--- src/pfc_pkg.sv ---
// pfc_pkg: shared types and constants for the pixel format converter
// no dependencies; imported by every module of the block

package pfc_pkg;

	// pixel format codes, as written to the format registers
	typedef enum logic [1:0] {
		FMT_A1R5G5B5 = 2'd0,
		FMT_R5G6B5   = 2'd1,
		FMT_A8R8G8B8 = 2'd2,
		FMT_R8G8B8   = 2'd3
	} fmt_t;

	localparam int PIXEL_W   = 32;
	localparam int CFG_IDX_W = 1;
	localparam int CFG_DAT_W = 2;

	// register indexes on the configuration port
	localparam logic [CFG_IDX_W-1:0] REG_SOURCE_FORMAT = 1'b0;
	localparam logic [CFG_IDX_W-1:0] REG_TARGET_FORMAT = 1'b1;

	localparam fmt_t FMT_RESET = FMT_A8R8G8B8;

	// current source and target formats
	typedef struct packed {
		fmt_t source;
		fmt_t target;
	} cfg_t;

endpackage

--- src/pixel_format_converter.sv ---
// pixel_format_converter: top level, input register, conversion and result register
// depends on pfc_pkg, pfc_cfg_regs and pfc_convert
// an accepted item passes through the input register, then the result register
// throughput: one item per cycle while the result is not stalled, set by the single conversion stage
// s_tready falls only when both the input and result registers hold items
// and the result is stalled; an empty input register still takes an item meanwhile
// reset: arst_n asynchronous, empties both registers, formats return to A8R8G8B8

module pixel_format_converter
	import pfc_pkg::*;
(
	input  logic                 clk,
	input  logic                 arst_n,
	// configuration write port
	input  logic                 cfg_wen,
	input  logic [CFG_IDX_W-1:0] cfg_index,
	input  logic [CFG_DAT_W-1:0] cfg_data,
	// slave side
	input  logic                 s_tvalid,
	output logic                 s_tready,
	input  logic [PIXEL_W-1:0]   s_tdata,   // pixel_in [31:0]
	input  logic                 s_tlast,   // end_of_run
	// master side
	output logic                 m_tvalid,
	input  logic                 m_tready,
	output logic [PIXEL_W-1:0]   m_tdata,   // pixel_out [31:0]
	output logic                 m_tlast    // last_pixel
);

	cfg_t cfg;

	logic               valid_s1, valid_s2;
	logic [PIXEL_W-1:0] pixel_s1, pixel_s2;
	logic               last_s1, last_s2;
	logic [PIXEL_W-1:0] converted;
	logic               adv_s1, adv_s2;

	pfc_cfg_regs u_cfg (
		.clk       (clk),
		.arst_n    (arst_n),
		.cfg_wen   (cfg_wen),
		.cfg_index (cfg_index),
		.cfg_data  (cfg_data),
		.cfg       (cfg)
	);

	// result register moves when empty or taken downstream
	assign adv_s2 = !valid_s2 || m_tready;
	// input register moves when empty or its item goes on to the result register
	assign adv_s1 = !valid_s1 || adv_s2;
	assign s_tready = adv_s1;

	// input register
	always_ff @(posedge clk or negedge arst_n) begin
		if (!arst_n) begin
			valid_s1 <= 1'b0;
		end else if (adv_s1) begin
			valid_s1 <= s_tvalid;
		end
	end

	always_ff @(posedge clk) begin
		if (adv_s1 && s_tvalid) begin
			pixel_s1 <= s_tdata;
			last_s1  <= s_tlast;
		end
	end

	// conversion between the two registers
	pfc_convert u_convert (
		.cfg       (cfg),
		.pixel_in  (pixel_s1),
		.pixel_out (converted)
	);

	// result register
	always_ff @(posedge clk or negedge arst_n) begin
		if (!arst_n) begin
			valid_s2 <= 1'b0;
		end else if (adv_s2) begin
			valid_s2 <= valid_s1;
		end
	end

	always_ff @(posedge clk) begin
		if (adv_s2 && valid_s1) begin
			pixel_s2 <= converted;
			last_s2  <= last_s1;
		end
	end

	assign m_tvalid = valid_s2;
	assign m_tdata  = pixel_s2;
	assign m_tlast  = last_s2;

`ifndef NO_ASSERTIONS
	// an item in the input register reaches the result register when it moves
	a_s1_to_s2: assert property (@(posedge clk) disable iff (!arst_n)
		valid_s1 && adv_s2 |=> valid_s2)
		else $error("item lost between input and result registers");

	// back-pressure only when both registers are full and the result stalls
	a_ready_low: assert property (@(posedge clk) disable iff (!arst_n)
		!s_tready |-> valid_s1 && valid_s2 && !m_tready)
		else $error("s_tready low with room in the pipeline");

	// taking the last item out of an otherwise empty pipeline leaves it empty
	a_drain: assert property (@(posedge clk) disable iff (!arst_n)
		m_tvalid && m_tready && !valid_s1 |=> !m_tvalid)
		else $error("result repeated after being taken");
`endif

endmodule

--- src/pfc_cfg_regs.sv ---
// pfc_cfg_regs: source and target format registers behind the write port
// depends on pfc_pkg

module pfc_cfg_regs
	import pfc_pkg::*;
(
	input  logic                 clk,
	input  logic                 arst_n,
	input  logic                 cfg_wen,
	input  logic [CFG_IDX_W-1:0] cfg_index,
	input  logic [CFG_DAT_W-1:0] cfg_data,
	output cfg_t                 cfg
);

	cfg_t cfg_q;

	always_ff @(posedge clk or negedge arst_n) begin
		if (!arst_n) begin
			cfg_q.source <= FMT_RESET;
			cfg_q.target <= FMT_RESET;
		end else if (cfg_wen) begin
			unique case (cfg_index)
				REG_SOURCE_FORMAT: cfg_q.source <= fmt_t'(cfg_data);
				REG_TARGET_FORMAT: cfg_q.target <= fmt_t'(cfg_data);
				default: ;
			endcase
		end
	end

	assign cfg = cfg_q;

endmodule

--- src/pfc_convert.sv ---
// pfc_convert: combinational rewrite of one pixel between two formats
// depends on pfc_pkg

module pfc_convert
	import pfc_pkg::*;
(
	input  cfg_t               cfg,
	input  logic [PIXEL_W-1:0] pixel_in,
	output logic [PIXEL_W-1:0] pixel_out
);

	logic       wide;
	logic [7:0] a, r, g, b;

	// widening to A8R8G8B8 replicates the top bits into the low bits
	assign wide = (cfg.target == FMT_A8R8G8B8);

	always_comb begin
		unique case (cfg.source)
			FMT_A1R5G5B5: begin
				a = pixel_in[15] ? 8'hff : 8'h00;
				r = {pixel_in[14:10], wide ? pixel_in[14:12] : 3'b000};
				g = {pixel_in[9:5],   wide ? pixel_in[9:7]   : 3'b000};
				b = {pixel_in[4:0],   wide ? pixel_in[4:2]   : 3'b000};
			end
			FMT_R5G6B5: begin
				a = 8'hff;
				r = {pixel_in[15:11], wide ? pixel_in[15:13] : 3'b000};
				g = {pixel_in[10:5],  wide ? pixel_in[10:9]  : 2'b00};
				b = {pixel_in[4:0],   wide ? pixel_in[4:2]   : 3'b000};
			end
			FMT_A8R8G8B8: begin
				a = pixel_in[31:24];
				r = pixel_in[23:16];
				g = pixel_in[15:8];
				b = pixel_in[7:0];
			end
			default: begin
				a = 8'hff;
				r = pixel_in[23:16];
				g = pixel_in[15:8];
				b = pixel_in[7:0];
			end
		endcase
	end

	always_comb begin
		if (cfg.source == cfg.target) begin
			// same format: masked copy
			unique case (cfg.source)
				FMT_A8R8G8B8: pixel_out = pixel_in;
				FMT_R8G8B8:   pixel_out = {8'h00, pixel_in[23:0]};
				default:      pixel_out = {16'h0000, pixel_in[15:0]};
			endcase
		end else if (cfg.source == FMT_A1R5G5B5 && cfg.target == FMT_R5G6B5) begin
			// green gains a zero low bit, alpha dropped
			pixel_out = {16'h0000, pixel_in[14:5], 1'b0, pixel_in[4:0]};
		end else if (cfg.source == FMT_R5G6B5 && cfg.target == FMT_A1R5G5B5) begin
			// green loses its low bit, alpha set
			pixel_out = {16'h0000, 1'b1, pixel_in[15:6], pixel_in[4:0]};
		end else begin
			unique case (cfg.target)
				FMT_A1R5G5B5: pixel_out = {16'h0000, a[7], r[7:3], g[7:3], b[7:3]};
				FMT_R5G6B5:   pixel_out = {16'h0000, r[7:3], g[7:2], b[7:3]};
				FMT_A8R8G8B8: pixel_out = {a, r, g, b};
				default:      pixel_out = {8'h00, r, g, b};
			endcase
		end
	end

endmodule
--- config.mk ---
export PLATFORM = sky130hd
export DESIGN_NAME = pixel_format_converter
export DESIGN_NICKNAME = d
export VERILOG_FILES = /design/src/pfc_pkg.sv /design/src/pixel_format_converter.sv /design/src/pfc_cfg_regs.sv /design/src/pfc_convert.sv
export SDC_FILE = /design/constraint.sdc
export NUM_CORES = 1
export LEC_CHECK = 0
export ABC_AREA = 1
export BUFFER_PORTS_ARGS = -buffer_cell sky130_fd_sc_hd__buf_2
export CORE_UTILIZATION = 49
export CTS_CLUSTER_DIAMETER = 100
export DETAILED_ROUTE_END_ITERATION = 8
export PLACE_DENSITY = 0.76
export SYNTH_ARGS = -nofsm -noshare
export SYNTH_HDL_FRONTEND = slang
export SYNTH_SLANG_ARGS = --single-unit
--- constraint.sdc ---
create_clock -name clk -period 2.5 [get_ports clk]
set_clock_uncertainty 0.15 [all_clocks]
set_input_delay 0.125 -clock clk [delete_from_list [all_inputs] [get_ports clk]]
set_output_delay 0.125 -clock clk [all_outputs]
set_load 0.005 [all_outputs]
* Word-level counts from Yosys, hierarchy flattened
Index checks and enable logic that the tools add are counted.
** Operators by class
- Reductions and logical operators :: 13
- Muxes and demuxes :: 15
- Equality and inequality tests :: 6
- Bitwise operators :: 1
** Operators with widths (number)
- 2-to-1 mux 32 bit :: 3
- one-hot mux 32 bit (3 select lines) :: 1
- one-hot mux 32 bit (2 select lines) :: 1
- one-hot mux 8 bit (2 select lines) :: 3
- 2-to-1 mux 8 bit :: 2
- 2-to-1 mux 3 bit :: 4
- == test 2 bit (second input constant) :: 3
- == test 2 x 1 -> 1 bit (second input constant) :: 2
- logical AND 1 bit :: 4
- logical NOT 2 bit :: 2
- AND reduction 2 bit :: 2
- == test 2 bit :: 1
- logical NOT 1 bit :: 2
- logical OR 1 bit :: 2
- 2-to-1 mux 2 bit :: 1
- OR reduction 2 bit :: 1
- NOT 1 bit :: 1
** Storage, ports and cells
- Input bits :: 41
- Bits in registers :: 72

* Longest topological paths before layout
Gate-level depths: netlist of run 1.
- Word-level depth :: 7
- Mapped depth :: 9
- Mapped depth without buffers :: 8

* Hierarchy
A second synthesis of run 1 with hierarchy kept.
** Unflattened totals
- Cell total of the unflattened synthesis :: 337
- Area total of the unflattened synthesis :: 3425.8 sq um
** Modules (own cells, without submodules)
- pixel_format_converter :: cells an instance 78, area each 2077.0 sq um, sequential area each 2031.9 sq um, times used 1
- pfc_convert :: cells an instance 240, area each 1184.9 sq um, sequential area each 0.0 sq um, times used 1
- pfc_cfg_regs :: cells an instance 19, area each 163.9 sq um, sequential area each 102.6 sq um, times used 1

* Least setup slack after synthesis of run 1
Ideal clock, no wire load.
- Kind :: flip-flop to flip-flop
- Start :: reg valid_s2, in the netlist m_tvalid
- End :: reg pixel_s2[0], in the netlist m_tdata[0], enable pin
- Path slack :: -0.155 ns
- Data arrival time :: 2.071 ns
- Library setup time :: 0.434 ns
- Stages on the path, launching flop included :: 2
- Required time :: 1.916 ns
- Period minus slack after synthesis :: 2.655 ns
- Path buffers :: 0
- Path through :: dfrtp_1 a21oi_1
** On the way
- Word-level cells in the longest chain between the ends :: 3
** RTL lines
- start, declared :: RTL line pixel_format_converter.sv:32 : logic valid_s1, valid_s2;
- start signal, assigned :: RTL line pixel_format_converter.sv:81 : valid_s2 <= valid_s1;
- logical NOT 1 bit :: RTL line pixel_format_converter.sv:48 : assign adv_s2 = !valid_s2 || m_tready;
- logical OR 1 bit :: RTL line pixel_format_converter.sv:48
- logical AND 1 bit :: RTL line pixel_format_converter.sv:86 : if (adv_s2 && valid_s1) begin
- end signal, assigned :: RTL line pixel_format_converter.sv:87 : pixel_s2 <= converted;
- end, declared :: RTL line pixel_format_converter.sv:33 : logic [PIXEL_W-1:0] pixel_s1, pixel_s2;
Every way passes these cells.
A chain may end at the register's enable or synchronous reset.

* Worst setup path in the final report of run 1
- Start :: reg u_cfg.cfg_q (netlist bit u_cfg.cfg[3])
- End :: reg pixel_s2[11], in the netlist m_tdata[11] (data pin)
** On the way
- Word-level cells in the longest chain between the ends :: 6
- Elaborated cells between the ends (all ways) :: 11
- Classes of those cells :: eq/ne (2); mux (6); reduce/logical (3)
** RTL lines
- start, declared :: RTL line pfc_cfg_regs.sv:15 : cfg_t cfg_q;
- == test 2 x 1 -> 1 bit / logical NOT 2 bit (equally long branches) :: RTL line pfc_convert.sv:19, pfc_convert.sv:58, pfc_convert.sv:55
- one-hot mux 8 bit (2 select lines) :: RTL line pfc_convert.sv:19 : unique case (cfg.source)
- one-hot mux 32 bit (3 select lines) :: RTL line pfc_convert.sv:62 : unique case (cfg.target)
- 2-to-1 mux 32 bit :: RTL line pfc_convert.sv:58 : end else if (cfg.source == FMT_R5G6B5 && cfg.target == FMT_A1R5G5B5) begin
- 2-to-1 mux 32 bit :: RTL line pfc_convert.sv:55 : end else if (cfg.source == FMT_A1R5G5B5 && cfg.target == FMT_R5G6B5) begin
- 2-to-1 mux 32 bit (*) :: RTL line pfc_convert.sv:48 : if (cfg.source == cfg.target) begin
- named net converted[11] :: RTL line pixel_format_converter.sv:35 : logic [PIXEL_W-1:0] converted;
Mark *: on every way through the listed nets, which the timed path passes. The rest lies on a longest branch.

==> impl_metrics.json, run 1 <==
{
  "status": "completed",
  "path_clk_slew_ns": 0.08,
  "gp_congestion": 0.937,
  "crit_required_ns": 2.40,
  "final_cell_area_um2": 4500,
  "num_antenna_cells": 0,
  "final_common_cell": "buf_2",
  "drive_above_1_share_pct": 25.6,
  "initial_core_util_pct": 50.6,
  "vias": 2869,
  "die_area_um2": 7320,
  "period_needed_ns": 2.06,
  "leakagePower_uw": 0.00195,
  "dieHeight_um": 85.6,
  "area_delta_synth_final_pct": 31.6,
  "setup_viol": 0,
  "setup_tns_ns": 0,
  "powerDensity_nw_per_um2": 711,
  "cts-root-buf": "clkbuf_8",
  "io_pins": 76,
  "cts_tree": "built",
  "fin_crit_sh_pct": 82.4,
  "maxCapViolCount": 0,
  "syn_nets": 372,
  "grt_pass1_vias": 2601,
  "overflow": 0,
  "final_cell_mix": "buf_2, nand2_1, edfxtp_1, dlygate4sd3_1, inv_1",
  "crit_arrival_ns": 1.96,
  "synth-seq-cells": 72,
  "end_kind": "flip-flop",
  "dieWidth_um": 85.6,
  "synth.distinct_cells": 32,
  "totalWireLength_um": 8100,
  "core_um2": 6760,
  "wl_met3_um": 426,
  "maxSlewViolCount": 0,
  "ys_seq_area_share_pct": 62.4,
  "placementRows": 30,
  "fillers": 537,
  "drt-vias-per-instance": 5.30,
  "fmax_mhz": 486,
  "h-tree-depth": 3,
  "wl_met2_um": 3990,
  "hpwl_um": 5210,
  "vdd_drop_max_mv": 0.461,
  "synth.largest_area_cell": "edfxtp_1",
  "post-synth-top-area-fraction_pct": 57.9,
  "multi_input_area_um2": 1040,
  "grt_pass1_wl_um": 12800,
  "ant_nets": 0,
  "cts_made_buffers": 9,
  "rsz0062_at_grt": "no",
  "relSlewSlack_pct": 53.5,
  "synthCells": 331,
  "cts-resized-gates": 0,
  "nets": 497,
  "maxUsedRoutingLayer": "met4",
  "clockBufferDepth": 2,
  "critPathKind": "reg -> reg",
  "clock-sinks": 72,
  "clk_latency_ns": 0.35,
  "syn_avg_cell_area_um2": 10.3,
  "place_area_um2": 3850,
  "syn_area_um2": 3420,
  "worstSetupStartpointType": "flip-flop",
  "yosysWarnings": 0,
  "wl_per_cell_um": 15.0,
  "antenna_found_initial": 0,
  "cp_max_fo": 15,
  "drc": 0,
  "worstMarginPinSlew_ns": 0.697,
  "register_area_um2": 2130,
  "synthTopCellsByArea": "edfxtp_1, nand2_1, nand4_1",
  "grtUsageTotal_pct": 23.6,
  "hp-class": "in -> async",
  "hold_slack_ns": 0.147,
  "firstDrtPassIters": 7,
  "portBuffers": 75,
  "hold_violations": 0,
  "initialDrtViolationCount": 210,
  "grt_max_degree": 34,
  "met1Wirelength_um": 3570
}
[flip-flops by register name, indices dropped and copies added, names as in the netlist]
name / count
u_cfg.cfg: 4
m_tdata: 32
pixel_s1: 32
valid_s1: 1
m_tlast: 1
m_tvalid: 1
last_s1: 1
[logic make-up after synthesis]
| kind of cell | Yosys count | synth area share, % |
|---|---|---|
| compound gates | 39 | 6.51 |
| simple gates | 164 | 23.5 |
| buf+inv | 56 | 7.61 |
| flops | 72 | 62.4 |
[report_power, final]
group | internal [µW] | switching (µW) | leakage (µW)
combinational | 283 | 427 | 0.00115
sequential | 1510 | 67.6 | 0.000707
clock | 486 | 428 | 0.0000916
[what timing repair did]
item | in CTS | in global routing
setup endpoints to repair | 0 | 0
endpoints found under the hold margin | 45 | 0
hold buffers | 45 | 0
buffers inserted | 0 | 0
[metal layers]
layer / vias up / track usage [%]
met3: 11 / 5.77
met2: 96 / 39.2
li1: 1411 / -
met4: 0 / 6.82
met1: 1351 / 30.9
met5: - / 0
[cell usage after synthesis (all sizes together)]
library cell and number:
buf 10, dfrtp 4, nor2 24, clkbuf 1, and3 2, o211ai 1
dfstp 2, a21oi 10, edfxtp 66, or2 5, inv 44, o21a 2
nand4 38, o21ai 23, nand3 19, nand2 76, o2111ai 1, o22ai 1
clkinv 1, o221ai 1
[final timing paths]
path / slack, ns / to / cells past startpoint / startpoint
worst max-delay path: 0.44 / m_tdata[11]$_DFFE_PP_ / 4 / u_cfg.cfg[3]$_DFFE_PN1P_
worst min-delay path: 0.15 / u_cfg.cfg[3]$_DFFE_PN1P_ / 2 / arst_n
worst max register to register: 0.44 / m_tdata[11]$_DFFE_PP_ / 4 / u_cfg.cfg[3]$_DFFE_PN1P_
worst min register to register: 0.28 / m_tlast$_DFFE_PP_ / 0 / last_s1$_DFFE_PP_
max in group asynchronous: 1.34 / u_cfg.cfg[2]$_DFFE_PN0P_ / 3 / arst_n
min in group clk: 0.28 / m_tlast$_DFFE_PP_ / 0 / last_s1$_DFFE_PP_
[final cells by class]
type	count	area share, %
flip-flops and latches	72	47.4
multi-input cells	203	23.0
well taps	80	2.22
clock inverters	5	1.28
clock buffers	11	3.14
repair buffers	125	19.2
inverters	45	3.75
[stage by stage]
stage | worst slack [ns] | utilization (%) | power [µW] | cells
2_1_floorplan | 0.576 | - | 2020 | 331
3_3_place_gp | 0.486 | 57.0 | 2230 | 480
3_5_place_dp | 0.470 | 57.0 | 2240 | 480
4_1_cts | 0.453 | 66.6 | 3200 | 541
5_1_grt | 0.295 | 66.6 | 3350 | 541
6_report | 0.441 | 66.6 | 3200 | 541
[critical path: stages (launching register included)]
cell and delay, ns:
dfstp_2 0.66, inv_1 0.28, or2_2 0.38, nand4_1 0.11, nand4_1 0.17
(Power assumes the default switching activity.)
==> run 2, diff against run 1 <==
Settings changed: CORE_UTILIZATION 49 to 54, PLACE_DENSITY 0.76 to 0.8.
Clock period 2.5 ns to 1.9 ns, I/O delays scaled along.
==> impl_metrics.json, run 2 (same netlist as run 1, synthesis figures left out) <==
{
  "status": "completed",
  "final_common_cell": "buf_2",
  "cts-root-buf": "clkbuf_8",
  "rr_worst_depth": 4,
  "wl_per_cell_um": 15.7,
  "nets": 516,
  "p_switching_uw": 1250,
  "antenna_found_initial": 0,
  "die_area_um2": 6660,
  "seqPwrFrac_pct": 47.4,
  "powerDensity_nw_per_um2": 922,
  "rrSetupSlack_ns": 0.04,
  "clockPowerShare_pct": 27.5,
  "initial_core_util_pct": 56.8,
  "clock-sinks": 72,
  "overflow": 0,
  "grt_pass1_vias": 2817,
  "drc": 0,
  "h-tree-depth": 3,
  "placed_cells": 486,
  "r2r-end": "m_tdata[11]$_DFFE_PP_",
  "hpwl_um": 5330,
  "cts_tree": "built",
  "firstDrtPassIters": 6,
  "hp-class": "in -> async",
  "worstSetupStartpointType": "flip-flop",
  "swShare_pct": 28.7,
  "critPathKind": "reg -> reg",
  "final_cell_area_um2": 4730,
  "hold_violations": 0,
  "setup_viol": 0,
  "gp_congestion": 0.910,
  "vias": 3013,
  "clk_latency_ns": 0.35,
  "final_cell_mix": "buf_2, nand2_1, edfxtp_1, dlygate4sd3_1, inv_1",
  "drt-vias-per-instance": 5.43,
  "drive_above_1_share_pct": 29.6,
  "placementRows": 28,
  "fmax_mhz": 537,
  "ant_nets": 0,
  "period_needed_ns": 1.86,
  "portBuffers": 75,
  "grt_pass1_wl_um": 13000,
  "area_delta_synth_final_pct": 38.1,
  "end_kind": "flip-flop",
  "path_clk_slew_ns": 0.07,
  "place_area_um2": 3980,
  "vdd_drop_max_mv": 0.610,
  "intPower_uw": 3110,
  "clockBufferDepth": 2,
  "totalWireLength_um": 8730,
  "fin_crit_sh_pct": 98.1,
  "final.setup.worst_slack_ns": 0.0361,
  "num_antenna_cells": 0,
  "dieWidth_um": 81.6,
  "crit_required_ns": 1.82,
  "io_pins": 76,
  "reg2reg_from": "u_cfg.cfg[3]$_DFFE_PN1P_",
  "worstMarginPinSlew_ns": 0.556,
  "maxCapViolCount": 0,
  "cts_made_buffers": 9,
  "crit_arrival_ns": 1.79,
  "maxSlewViolCount": 0,
  "core_um2": 6030,
  "initialDrtViolationCount": 299,
  "leakagePower_uw": 0.00207,
  "relSlewSlack_pct": 62.9,
  "dieHeight_um": 81.6,
  "pre_cts_slack_ns": 0.0830,
  "comb_power_share_pct": 25.1,
  "cp_max_fo": 4,
  "grtUsageTotal_pct": 27.2,
  "grt_max_degree": 34,
  "fin_cells": 555
}
-- run 2: cell types whose count changed in the layout (fill, tap and decap cells not counted), moves of 2 or more --
cell,previous run,this run
nor2_2,3,5
inv_1,42,40
buf_12,0,4
nor2_1,19,17
buf_4,5,18
-- run 2: power groups by stage --
stage / Sequential, µW / Combinational (µW) / Clock [µW]
2_1_floorplan: 2090 / 564 / 0
3_3_place_gp: 2090 / 905 / 0
3_5_place_dp: 2090 / 925 / 0
4_1_cts: 2060 / 1000 / 1220
5_1_grt: 2080 / 1200 / 1260
6_report: 2060 / 1090 / 1200
-- run 2: worst max path at each step --
| stage | start | endpoint | cells after the start |
|---|---|---|---|
| 2_1_floorplan | m_tvalid$_DFFE_PN0P_ | last_s1$_DFFE_PP_ | 3 |
| 3_3_place_gp | u_cfg.cfg[3]$_DFFE_PN1P_ | m_tdata[14]$_DFFE_PP_ | 6 |
| 4_1_cts | u_cfg.cfg[3]$_DFFE_PN1P_ | m_tdata[28]$_DFFE_PP_ | 7 |
| 3_5_place_dp | u_cfg.cfg[1]$_DFFE_PN1P_ | m_tdata[5]$_DFFE_PP_ | 8 |
| 6_report | u_cfg.cfg[3]$_DFFE_PN1P_ | m_tdata[11]$_DFFE_PP_ | 4 |
| 5_1_grt | u_cfg.cfg[3]$_DFFE_PN1P_ | m_tdata[3]$_DFFE_PP_ | 6 |
-- run 2: layout make-up --
type                    count  area (µm²)
repair buffers            143        1070
inverters                  45         173
clock inverters             4        53.8
clock buffers              12         145
repair inverters            1        5.00
fillers                   389        1300
multi-input cells         203        1050
flip-flops and latches     72        2130
well taps                  75        93.8
-- run 2: repair_timing --
item	4_1_cts	5_1_grt
hold endpoints to repair	45	0
resized for setup	0	8
setup endpoints to repair	0	8
hold buffers	44	0
buffers inserted	0	7
-- run 2: metal layers --
| metal | vias to the layer above | global-route usage (%) | routed length, µm |
|---|---|---|---|
| li1 | 1448 | - | - |
| met1 | 1392 | 32.2 | 3500 |
| met2 | 157 | 47.5 | 4380 |
| met3 | 16 | 7.22 | 690 |
| met4 | 0 | 9.65 | 161 |
| met5 | - | 0 | 0 |
-- run 2: stage by stage --
stage                     total power, µW  util, %  setup TNS (ns)  hold slack, ns
after global placement               2990     66.1               0          -0.222
after floorplan                      2650        -               0          -0.351
after CTS                            4280     76.7               0          0.0763
final                                4350     78.4               0           0.152
after global routing                 4540     78.4         -0.0315           0.141
after detailed placement             3020     66.1               0          -0.218
-- run 2: worst max-delay path, stage by stage, from the launching register on --
cell and delay, ns:
dfstp_2 0.62, clkinvlp_2 0.23, or2_2 0.36, nand4_1 0.11
nand4_1 0.12
